**src/hdl/ukc_pkg.sv**
```systemverilog
// Package for the UTF-8 kana converter.
// Holds the code point constants, the grouping step type and the conversion functions.
// No dependencies.
package ukc_pkg;

    localparam logic [15:0] KANA_SHIFT = 16'd96;
    localparam logic [15:0] HIRA_LOW   = 16'h3040;
    localparam logic [15:0] HIRA_HIGH  = 16'h309F;
    localparam logic [15:0] KATA_LOW   = 16'h30A0;
    localparam logic [15:0] KATA_HIGH  = 16'h30FF;

    localparam logic DIR_HIRA_TO_KATA = 1'b0;
    localparam logic DIR_KATA_TO_HIRA = 1'b1;

    typedef struct packed {
        logic        emit;
        logic [31:0] char_bytes;
        logic [2:0]  byte_count;
        logic [23:0] pend_next;
        logic [2:0]  exp_next;
        logic [2:0]  rcv_next;
    } ukc_step_t;

    function automatic logic [2:0] lead_length(input logic [7:0] b);
        logic [2:0] len;
        priority if (b < 8'hC0)
        begin
            len = 3'd1;
        end
        else if (b < 8'hE0)
        begin
            len = 3'd2;
        end
        else if (b < 8'hF0)
        begin
            len = 3'd3;
        end
        else if (b < 8'hF8)
        begin
            len = 3'd4;
        end
        else
        begin
            len = 3'd1;
        end
        return len;
    endfunction

    // Converts a right-aligned three-byte group; anything else is returned as is.
    function automatic logic [23:0] kana_convert(input logic [23:0] acc, input logic dir);
        logic [15:0] cp;
        logic [15:0] cp_new;
        logic        hit;
        cp = {acc[19:16], acc[13:8], acc[5:0]};
        if (dir == DIR_HIRA_TO_KATA)
        begin
            hit    = (cp >= HIRA_LOW) && (cp <= HIRA_HIGH);
            cp_new = cp + KANA_SHIFT;
        end
        else
        begin
            hit    = (cp >= KATA_LOW) && (cp <= KATA_HIGH);
            cp_new = cp - KANA_SHIFT;
        end
        if ((acc & 24'hF0C0C0) != 24'hE08080)
        begin
            hit = 1'b0;
        end
        return hit ? {4'hE, cp_new[15:12], 2'b10, cp_new[11:6], 2'b10, cp_new[5:0]} : acc;
    endfunction

endpackage

```
**src/hdl/ukc_in_if.sv**
```systemverilog
// Input byte channel of the UTF-8 kana converter.
// Carries valid, ready and one string byte per transaction; no dependencies.
interface ukc_in_if;
    logic       valid;
    logic       ready;
    logic [7:0] data_byte;
    logic       string_end;

    modport source (output valid, output data_byte, output string_end, input ready);
    modport sink   (input valid, input data_byte, input string_end, output ready);
endinterface

```
**src/hdl/ukc_out_if.sv**
```systemverilog
// Output character channel of the UTF-8 kana converter.
// Carries valid, ready and one packed character per transaction; no dependencies.
interface ukc_out_if;
    logic        valid;
    logic        ready;
    logic [31:0] char_bytes;
    logic [2:0]  byte_count;
    logic        end_of_string;

    modport source (output valid, output char_bytes, output byte_count,
                    output end_of_string, input ready);
    modport sink   (input valid, input char_bytes, input byte_count,
                    input end_of_string, output ready);
endinterface

```
**src/hdl/ukc_group.sv**
```systemverilog
// Character grouping and conversion logic for one byte, purely combinational.
// Depends on ukc_pkg.
module ukc_group (
    input  logic [7:0]       data_byte,
    input  logic             string_end,
    input  logic             direction,
    input  logic [23:0]      pend,
    input  logic [2:0]       exp_len,
    input  logic [2:0]       rcv,
    output ukc_pkg::ukc_step_t step
);
    import ukc_pkg::*;

    logic        open_char;
    logic [2:0]  eff_len;
    logic [23:0] eff_pend;
    logic [2:0]  count;
    logic [31:0] acc;
    logic [31:0] grp;
    logic        complete;

    always_comb
    begin
        open_char = (exp_len != 3'd0);
        eff_len   = open_char ? exp_len : lead_length(data_byte);
        eff_pend  = open_char ? pend : 24'd0;
        count     = (open_char ? rcv : 3'd0) + 3'd1;
        acc       = {eff_pend, data_byte};
        complete  = (count >= eff_len);

        grp = acc;
        if (complete && count == 3'd3)
        begin
            grp = {8'd0, kana_convert(acc[23:0], direction)};
        end

        unique case (count)
            3'd1:    step.char_bytes = {grp[7:0], 24'd0};
            3'd2:    step.char_bytes = {grp[15:0], 16'd0};
            3'd3:    step.char_bytes = {grp[23:0], 8'd0};
            default: step.char_bytes = grp;
        endcase

        step.emit       = complete || string_end;
        step.byte_count = count;
        if (step.emit)
        begin
            step.pend_next = 24'd0;
            step.exp_next  = 3'd0;
            step.rcv_next  = 3'd0;
        end
        else
        begin
            step.pend_next = acc[23:0];
            step.exp_next  = eff_len;
            step.rcv_next  = count;
        end
    end

endmodule

```
**src/hdl/utf8_kana_converter.sv**
```systemverilog
// Top level of the UTF-8 kana converter: input register, grouping logic and result register.
// Depends on ukc_pkg, ukc_in_if, ukc_out_if and ukc_group.
//
// Channel     Direction  Payload                                  Handshake
// byte_in     in         data_byte[7:0], string_end               valid/ready
// char_out    out        char_bytes[31:0], byte_count, end_of_str valid/ready
// cfg         in         cfg_wdata (direction)                    cfg_we, no wait
//
// One byte per cycle is taken unless the result stalls; it moves from input to result register.
// Throughput is set by the single grouping stage between the input and result registers.
// Reset clears the open character, the direction and both valid bits.
// A stalled result holds the input stage; the input stage still accepts when it moves on.
module utf8_kana_converter (
    input  logic     clk,
    input  logic     rst_n,
    ukc_in_if.sink   byte_in,
    ukc_out_if.source char_out,
    input  logic     cfg_we,
    input  logic     cfg_wdata
);
    import ukc_pkg::*;

    logic        dir_reg;
    logic        s1_valid_reg;
    logic [7:0]  s1_byte_reg;
    logic        s1_last_reg;
    logic [23:0] pend_reg;
    logic [2:0]  exp_reg;
    logic [2:0]  rcv_reg;
    logic        out_valid_reg;
    logic [31:0] out_bytes_reg;
    logic [2:0]  out_count_reg;
    logic        out_end_reg;

    logic        out_free;
    logic        s1_fire;
    ukc_step_t   step;

    assign out_free     = !out_valid_reg || char_out.ready;
    assign s1_fire      = s1_valid_reg && out_free;
    assign byte_in.ready = !s1_valid_reg || out_free;

    ukc_group u_group (
        .data_byte  (s1_byte_reg),
        .string_end (s1_last_reg),
        .direction  (dir_reg),
        .pend       (pend_reg),
        .exp_len    (exp_reg),
        .rcv        (rcv_reg),
        .step       (step)
    );

    always_ff @(posedge clk or negedge rst_n)
    begin
        if (!rst_n)
        begin
            dir_reg       <= DIR_HIRA_TO_KATA;
            s1_valid_reg  <= 1'b0;
            pend_reg      <= 24'd0;
            exp_reg       <= 3'd0;
            rcv_reg       <= 3'd0;
            out_valid_reg <= 1'b0;
        end
        else
        begin
            if (cfg_we)
            begin
                dir_reg <= cfg_wdata;
            end
            if (byte_in.ready)
            begin
                s1_valid_reg <= byte_in.valid;
            end
            if (s1_fire)
            begin
                pend_reg <= step.pend_next;
                exp_reg  <= step.exp_next;
                rcv_reg  <= step.rcv_next;
            end
            if (out_free)
            begin
                out_valid_reg <= s1_valid_reg && step.emit;
            end
        end
    end

    always_ff @(posedge clk)
    begin
        if (byte_in.ready && byte_in.valid)
        begin
            s1_byte_reg <= byte_in.data_byte;
            s1_last_reg <= byte_in.string_end;
        end
        if (s1_fire && step.emit)
        begin
            out_bytes_reg <= step.char_bytes;
            out_count_reg <= step.byte_count;
            out_end_reg   <= s1_last_reg;
        end
    end

    assign char_out.valid         = out_valid_reg;
    assign char_out.char_bytes    = out_bytes_reg;
    assign char_out.byte_count    = out_count_reg;
    assign char_out.end_of_string = out_end_reg;

endmodule

```
**src/flat_wrapper.sv**
```systemverilog
// flat-port wrapper written by rule: the top's interface ports become plain ports
module utf8_kana_converter_flat import ukc_pkg::*;
  (clk, rst_n, cfg_we, cfg_wdata, byte_in_valid, byte_in_data_byte, byte_in_string_end, byte_in_ready, char_out_valid, char_out_char_bytes, char_out_byte_count, char_out_end_of_string, char_out_ready);
  ukc_in_if byte_in_i ();
  ukc_out_if char_out_i ();
  input  logic clk;
  input  logic rst_n;
  input  logic cfg_we;
  input  logic cfg_wdata;
  input wire logic [$bits(byte_in_i.valid)-1:0] byte_in_valid;
  input wire logic [$bits(byte_in_i.data_byte)-1:0] byte_in_data_byte;
  input wire logic [$bits(byte_in_i.string_end)-1:0] byte_in_string_end;
  output wire logic [$bits(byte_in_i.ready)-1:0] byte_in_ready;
  output wire logic [$bits(char_out_i.valid)-1:0] char_out_valid;
  output wire logic [$bits(char_out_i.char_bytes)-1:0] char_out_char_bytes;
  output wire logic [$bits(char_out_i.byte_count)-1:0] char_out_byte_count;
  output wire logic [$bits(char_out_i.end_of_string)-1:0] char_out_end_of_string;
  input wire logic [$bits(char_out_i.ready)-1:0] char_out_ready;
  assign byte_in_i.valid = byte_in_valid;
  assign byte_in_i.data_byte = byte_in_data_byte;
  assign byte_in_i.string_end = byte_in_string_end;
  assign byte_in_ready = byte_in_i.ready;
  assign char_out_valid = char_out_i.valid;
  assign char_out_char_bytes = char_out_i.char_bytes;
  assign char_out_byte_count = char_out_i.byte_count;
  assign char_out_end_of_string = char_out_i.end_of_string;
  assign char_out_i.ready = char_out_ready;
  utf8_kana_converter u_core (.clk(clk), .rst_n(rst_n), .byte_in(byte_in_i), .char_out(char_out_i), .cfg_we(cfg_we), .cfg_wdata(cfg_wdata));
endmodule
```
**config.mk**
```make
export PLATFORM = sky130hd
export DESIGN_NAME = utf8_kana_converter_flat
export DESIGN_NICKNAME = d
export VERILOG_FILES = /design/src/hdl/ukc_pkg.sv /design/src/hdl/ukc_in_if.sv /design/src/hdl/ukc_out_if.sv /design/src/hdl/ukc_group.sv /design/src/hdl/utf8_kana_converter.sv /design/src/flat_wrapper.sv
export SDC_FILE = /design/constraint.sdc
export NUM_CORES = 1
export LEC_CHECK = 0
export BUFFER_PORTS_ARGS = -buffer_cell sky130_fd_sc_hd__buf_4
export CAP_MARGIN = 0
export CORE_UTILIZATION = 45
export DETAILED_ROUTE_END_ITERATION = 8
export PLACE_DENSITY_LB_ADDON = 0.05
export SLEW_MARGIN = 20
export SYNTH_ARGS = -nofsm -noshare
export SYNTH_HDL_FRONTEND = slang
export SYNTH_SLANG_ARGS = --single-unit
```
**constraint.sdc**
```tcl
create_clock -name clk -period 4.3 [get_ports clk]
set_input_delay 0.215 -clock clk [delete_from_list [all_inputs] [get_ports clk]]
set_output_delay 0.215 -clock clk [all_outputs]
set_load 0.02 [all_outputs]
```
==> qor.txt <==
worst hold path depth - 1
Skew-Pair Late Insertion Delay - 360 ps
Reg-to-Reg Start - u_core.exp_reg[2]
post-synthesis xor/xnor area fraction - 2.484%
Remaining DRCs - 0
I/O pins - 53
syn nets - 436
Power per Cell Area - 473.2 nW/µm²
Die W - 98.97 µm
# rows - 35
critical-path cell list - or3_1 -> nand2_1 -> inv_1 -> ha_1 -> nand2b_1 -> o211a_2 -> inv_1 -> ha_1 -> nand2_1 -> o21ai_0 -> nor4b_4 -> buf_4 -> nand3_1 -> xnor2_1 -> o2111ai_1
Bufs on Longest Clock Path - 2
most frequent cells in the layout - 60 x nand2_1, 59 x buf_4, 45 x edfxtp_1, 33 x dfrtp_1, 27 x o21ai_0
post-synthesis average cell area - 10.40 µm²
simple-gate share of the synthesized area - 15.64%
CP required - 4370 ps
Metal-1 WL - 5.175 mm
Syn. warnings - 0
final-stage net count - 483
main combinational cell family by area after synthesis - compound AO/OA/AOI/OAI gates
Sink Count - 78
ANT cells - 0
Hold Violations, Final - 0
Initial Utilization - 46.23%
die area - 9795 µm²
gpl congestion - 0.8863
Layout area overhead - 15.79%
CP top delay family - simple AND/OR/NAND/NOR gates
via count - 3484
status - complete, no violations
Yosys reg bits - 78
post-cts sizing count - 0
CTS Root Cell - clkbuf_8
Routed wire per std cell - 20.02 µm
worst min-delay path class - in -> reg
Max Slew Vio Count - 0
CP bufs+invs - 3
vias in the first global route - 3269
RSZ-0062 raised after global routing - false
chip height - 98.97 µm
Peak Freq - 0.2537 GHz
slew of the pin with the lowest slew margin - 857.2 ps
CTS tree - done
WP data arrival - 4010 ps
Adder-Cell Fraction of Synth Area - 4.376%
commonest non-fill, non-tap cell in the layout - nand2_1
final wirelength - 11.41 mm
core area - 9153 µm²
CP Launch Type - flip-flop
vias per std cell - 6.112
Setup Viol. Count Final - 0
hpwl dp - 8.163 mm
highest layer used for signal routing - met4
Critical Path Sink Type - flip-flop
Setup Crit Path Kind - reg -> reg
Met3 Wirelength - 694 µm
Pleak - 2.010 nW
post-synthesis compound-gate area fraction - 21.91%
Final ANT Viol Nets - 0
R2R setup slack - 360 ps
register area share after synthesis - 51.45%
Initial DRC Count - 281
max reg flops - 32
CTS clk-pin slew, worst paths - 80 ps
Syn Std Cell Area - 4232 µm²
CTS HTree Levels - 3
critical path startpoint - u_core.exp_reg[2]
worst reg-to-reg path cell count - 15
initial antenna violation count - 0
critical path fanouts, max - 9
hold_sp - byte_in_data_byte[7]
Worst VDD drop - 0.3771 mV
WHS Endpoint - u_core.s1_byte_reg[7]
setup TNS - 0 ps
worst r2r dst - u_core.char_out.char_bytes[25]
CTS buffer count - 9
first-pass GRT wire length - 18.20 mm
critical path's largest stage delay - 490 ps
Port Buffers - 52
Tot Pwr - 2.318 mW
max_slew headroom - 42.86%
predominant post-synthesis flop cell - edfxtp_1
drt pass-1 iters - 5
DR WL met2 - 5.227 mm
post-synth cell types - 59
grt total ovfl - 0
Async SR Flop Fraction - 42.31%
Post-synth EDFFs - 45
largest net degree at the start of global routing - 38
mux share of post-synthesis cell area - 0%
layout cells sized above 1 - 18.74%
fin crit share - 91.67%
skew final - 9.566 ps
slowest library cell on the worst path - dfrtp_1
maximum capacitance violations - 0
fin crit period - 3942 ps
Cells after Synth - 407
Tot GR Track Use - 24.61%
power by group:
group	total, mW	internal (mW)	switching, mW
clock network	0.499	0.213	0.286
registers	1.05	0.949	0.102
logic	0.768	0.267	0.501
kinds of logic (layout without fill, tap and decap cells):
group,Yosys count,count (layout)
AO/OA/AOI/OAI,133,133
adder cells (fa/ha/maj),15,15
buffers and inverters,39,91
XOR/XNOR,12,12
flip-flops,78,78
AND/OR/NAND/NOR,130,130
synthesized netlist by cell type, types with 13 or more instances:
| master | number | area share, % |
|---|---|---|
| o31ai_1 | 13 | 2.3 |
| dfrtp_1 | 33 | 20 |
| a22o_1 | 13 | 2.7 |
| clkbuf_1 | 19 | 1.7 |
| a21oi_1 | 17 | 2.0 |
| inv_1 | 13 | 1.2 |
| ha_1 | 14 | 4.1 |
| nor2_1 | 17 | 1.5 |
| nand2_1 | 60 | 5.3 |
| edfxtp_1 | 45 | 32 |
| o21ai_0 | 27 | 3.2 |
routing by layer:
| layer | vias up | global-route usage, % |
|---|---|---|
| li1 | 1612 | - |
| met1 | 1687 | 34.73 |
| met2 | 155 | 38.25 |
| met3 | 30 | 4.184 |
| met4 | 0 | 8.840 |
| met5 | - | 0 |
worst max-delay path by stage:
stage	endpoint	slack (ps)	cells past startpoint
3_3_place_gp	u_core.pend_reg[19]	590	14
5_1_grt	u_core.char_out.char_bytes[26]	60	14
3_5_place_dp	u_core.char_out.char_bytes[26]	340	14
4_1_cts	u_core.char_out.char_bytes[26]	320	14
2_1_floorplan	u_core.char_out.byte_count[0]	220	16
6_report	u_core.char_out.char_bytes[25]	360	15
layout make-up:
class | instances | area, µm²
Clock buffer | 10 | 127.6
Multi-Input combinational cell | 290 | 1886
Tap cell | 111 | 138.9
Inverter | 14 | 52.55
Clock inverter | 6 | 45.04
Timing Repair Buffer | 61 | 473.0
Fill cell | 864 | 4253
Sequential cell | 78 | 2177
worst reg2reg max path: stages (launching register included):
cell and delay, ps:
dfrtp_1 490, or3_1 450, nand2_1 150, inv_1 110, ha_1 240, nand2b_1 190
o211a_2 270, inv_1 80, ha_1 300, nand2_1 50, o21ai_0 320, nor4b_4 360
buf_4 180, nand3_1 80, xnor2_1 240, o2111ai_1 160
per-stage QoR:
step / utilization [%] / setup slack, ps / cell area, µm² / hold slack (ps) / instances
global route: 53.53 / 57.00 / 4900 / 12.11 / 570
floorplan: - / 222.4 / 4232 / -80.59 / 407
detailed placement: 51.46 / 336.7 / 4710 / 193.3 / 552
CTS: 53.45 / 315.4 / 4892 / 24.50 / 569
finish: 53.53 / 358.1 / 4900 / 31.60 / 570
global placement: 51.46 / 593.3 / 4710 / 196.6 / 552
timing repair:
item | 4_1_cts | 5_1_grt
setup buffers | 0 | 1
hold buffers | 1 | 0
hold endpoints to repair | 33 | 0
setup endpoints to repair | 0 | 1
Power figures use the tool's default switching activity.
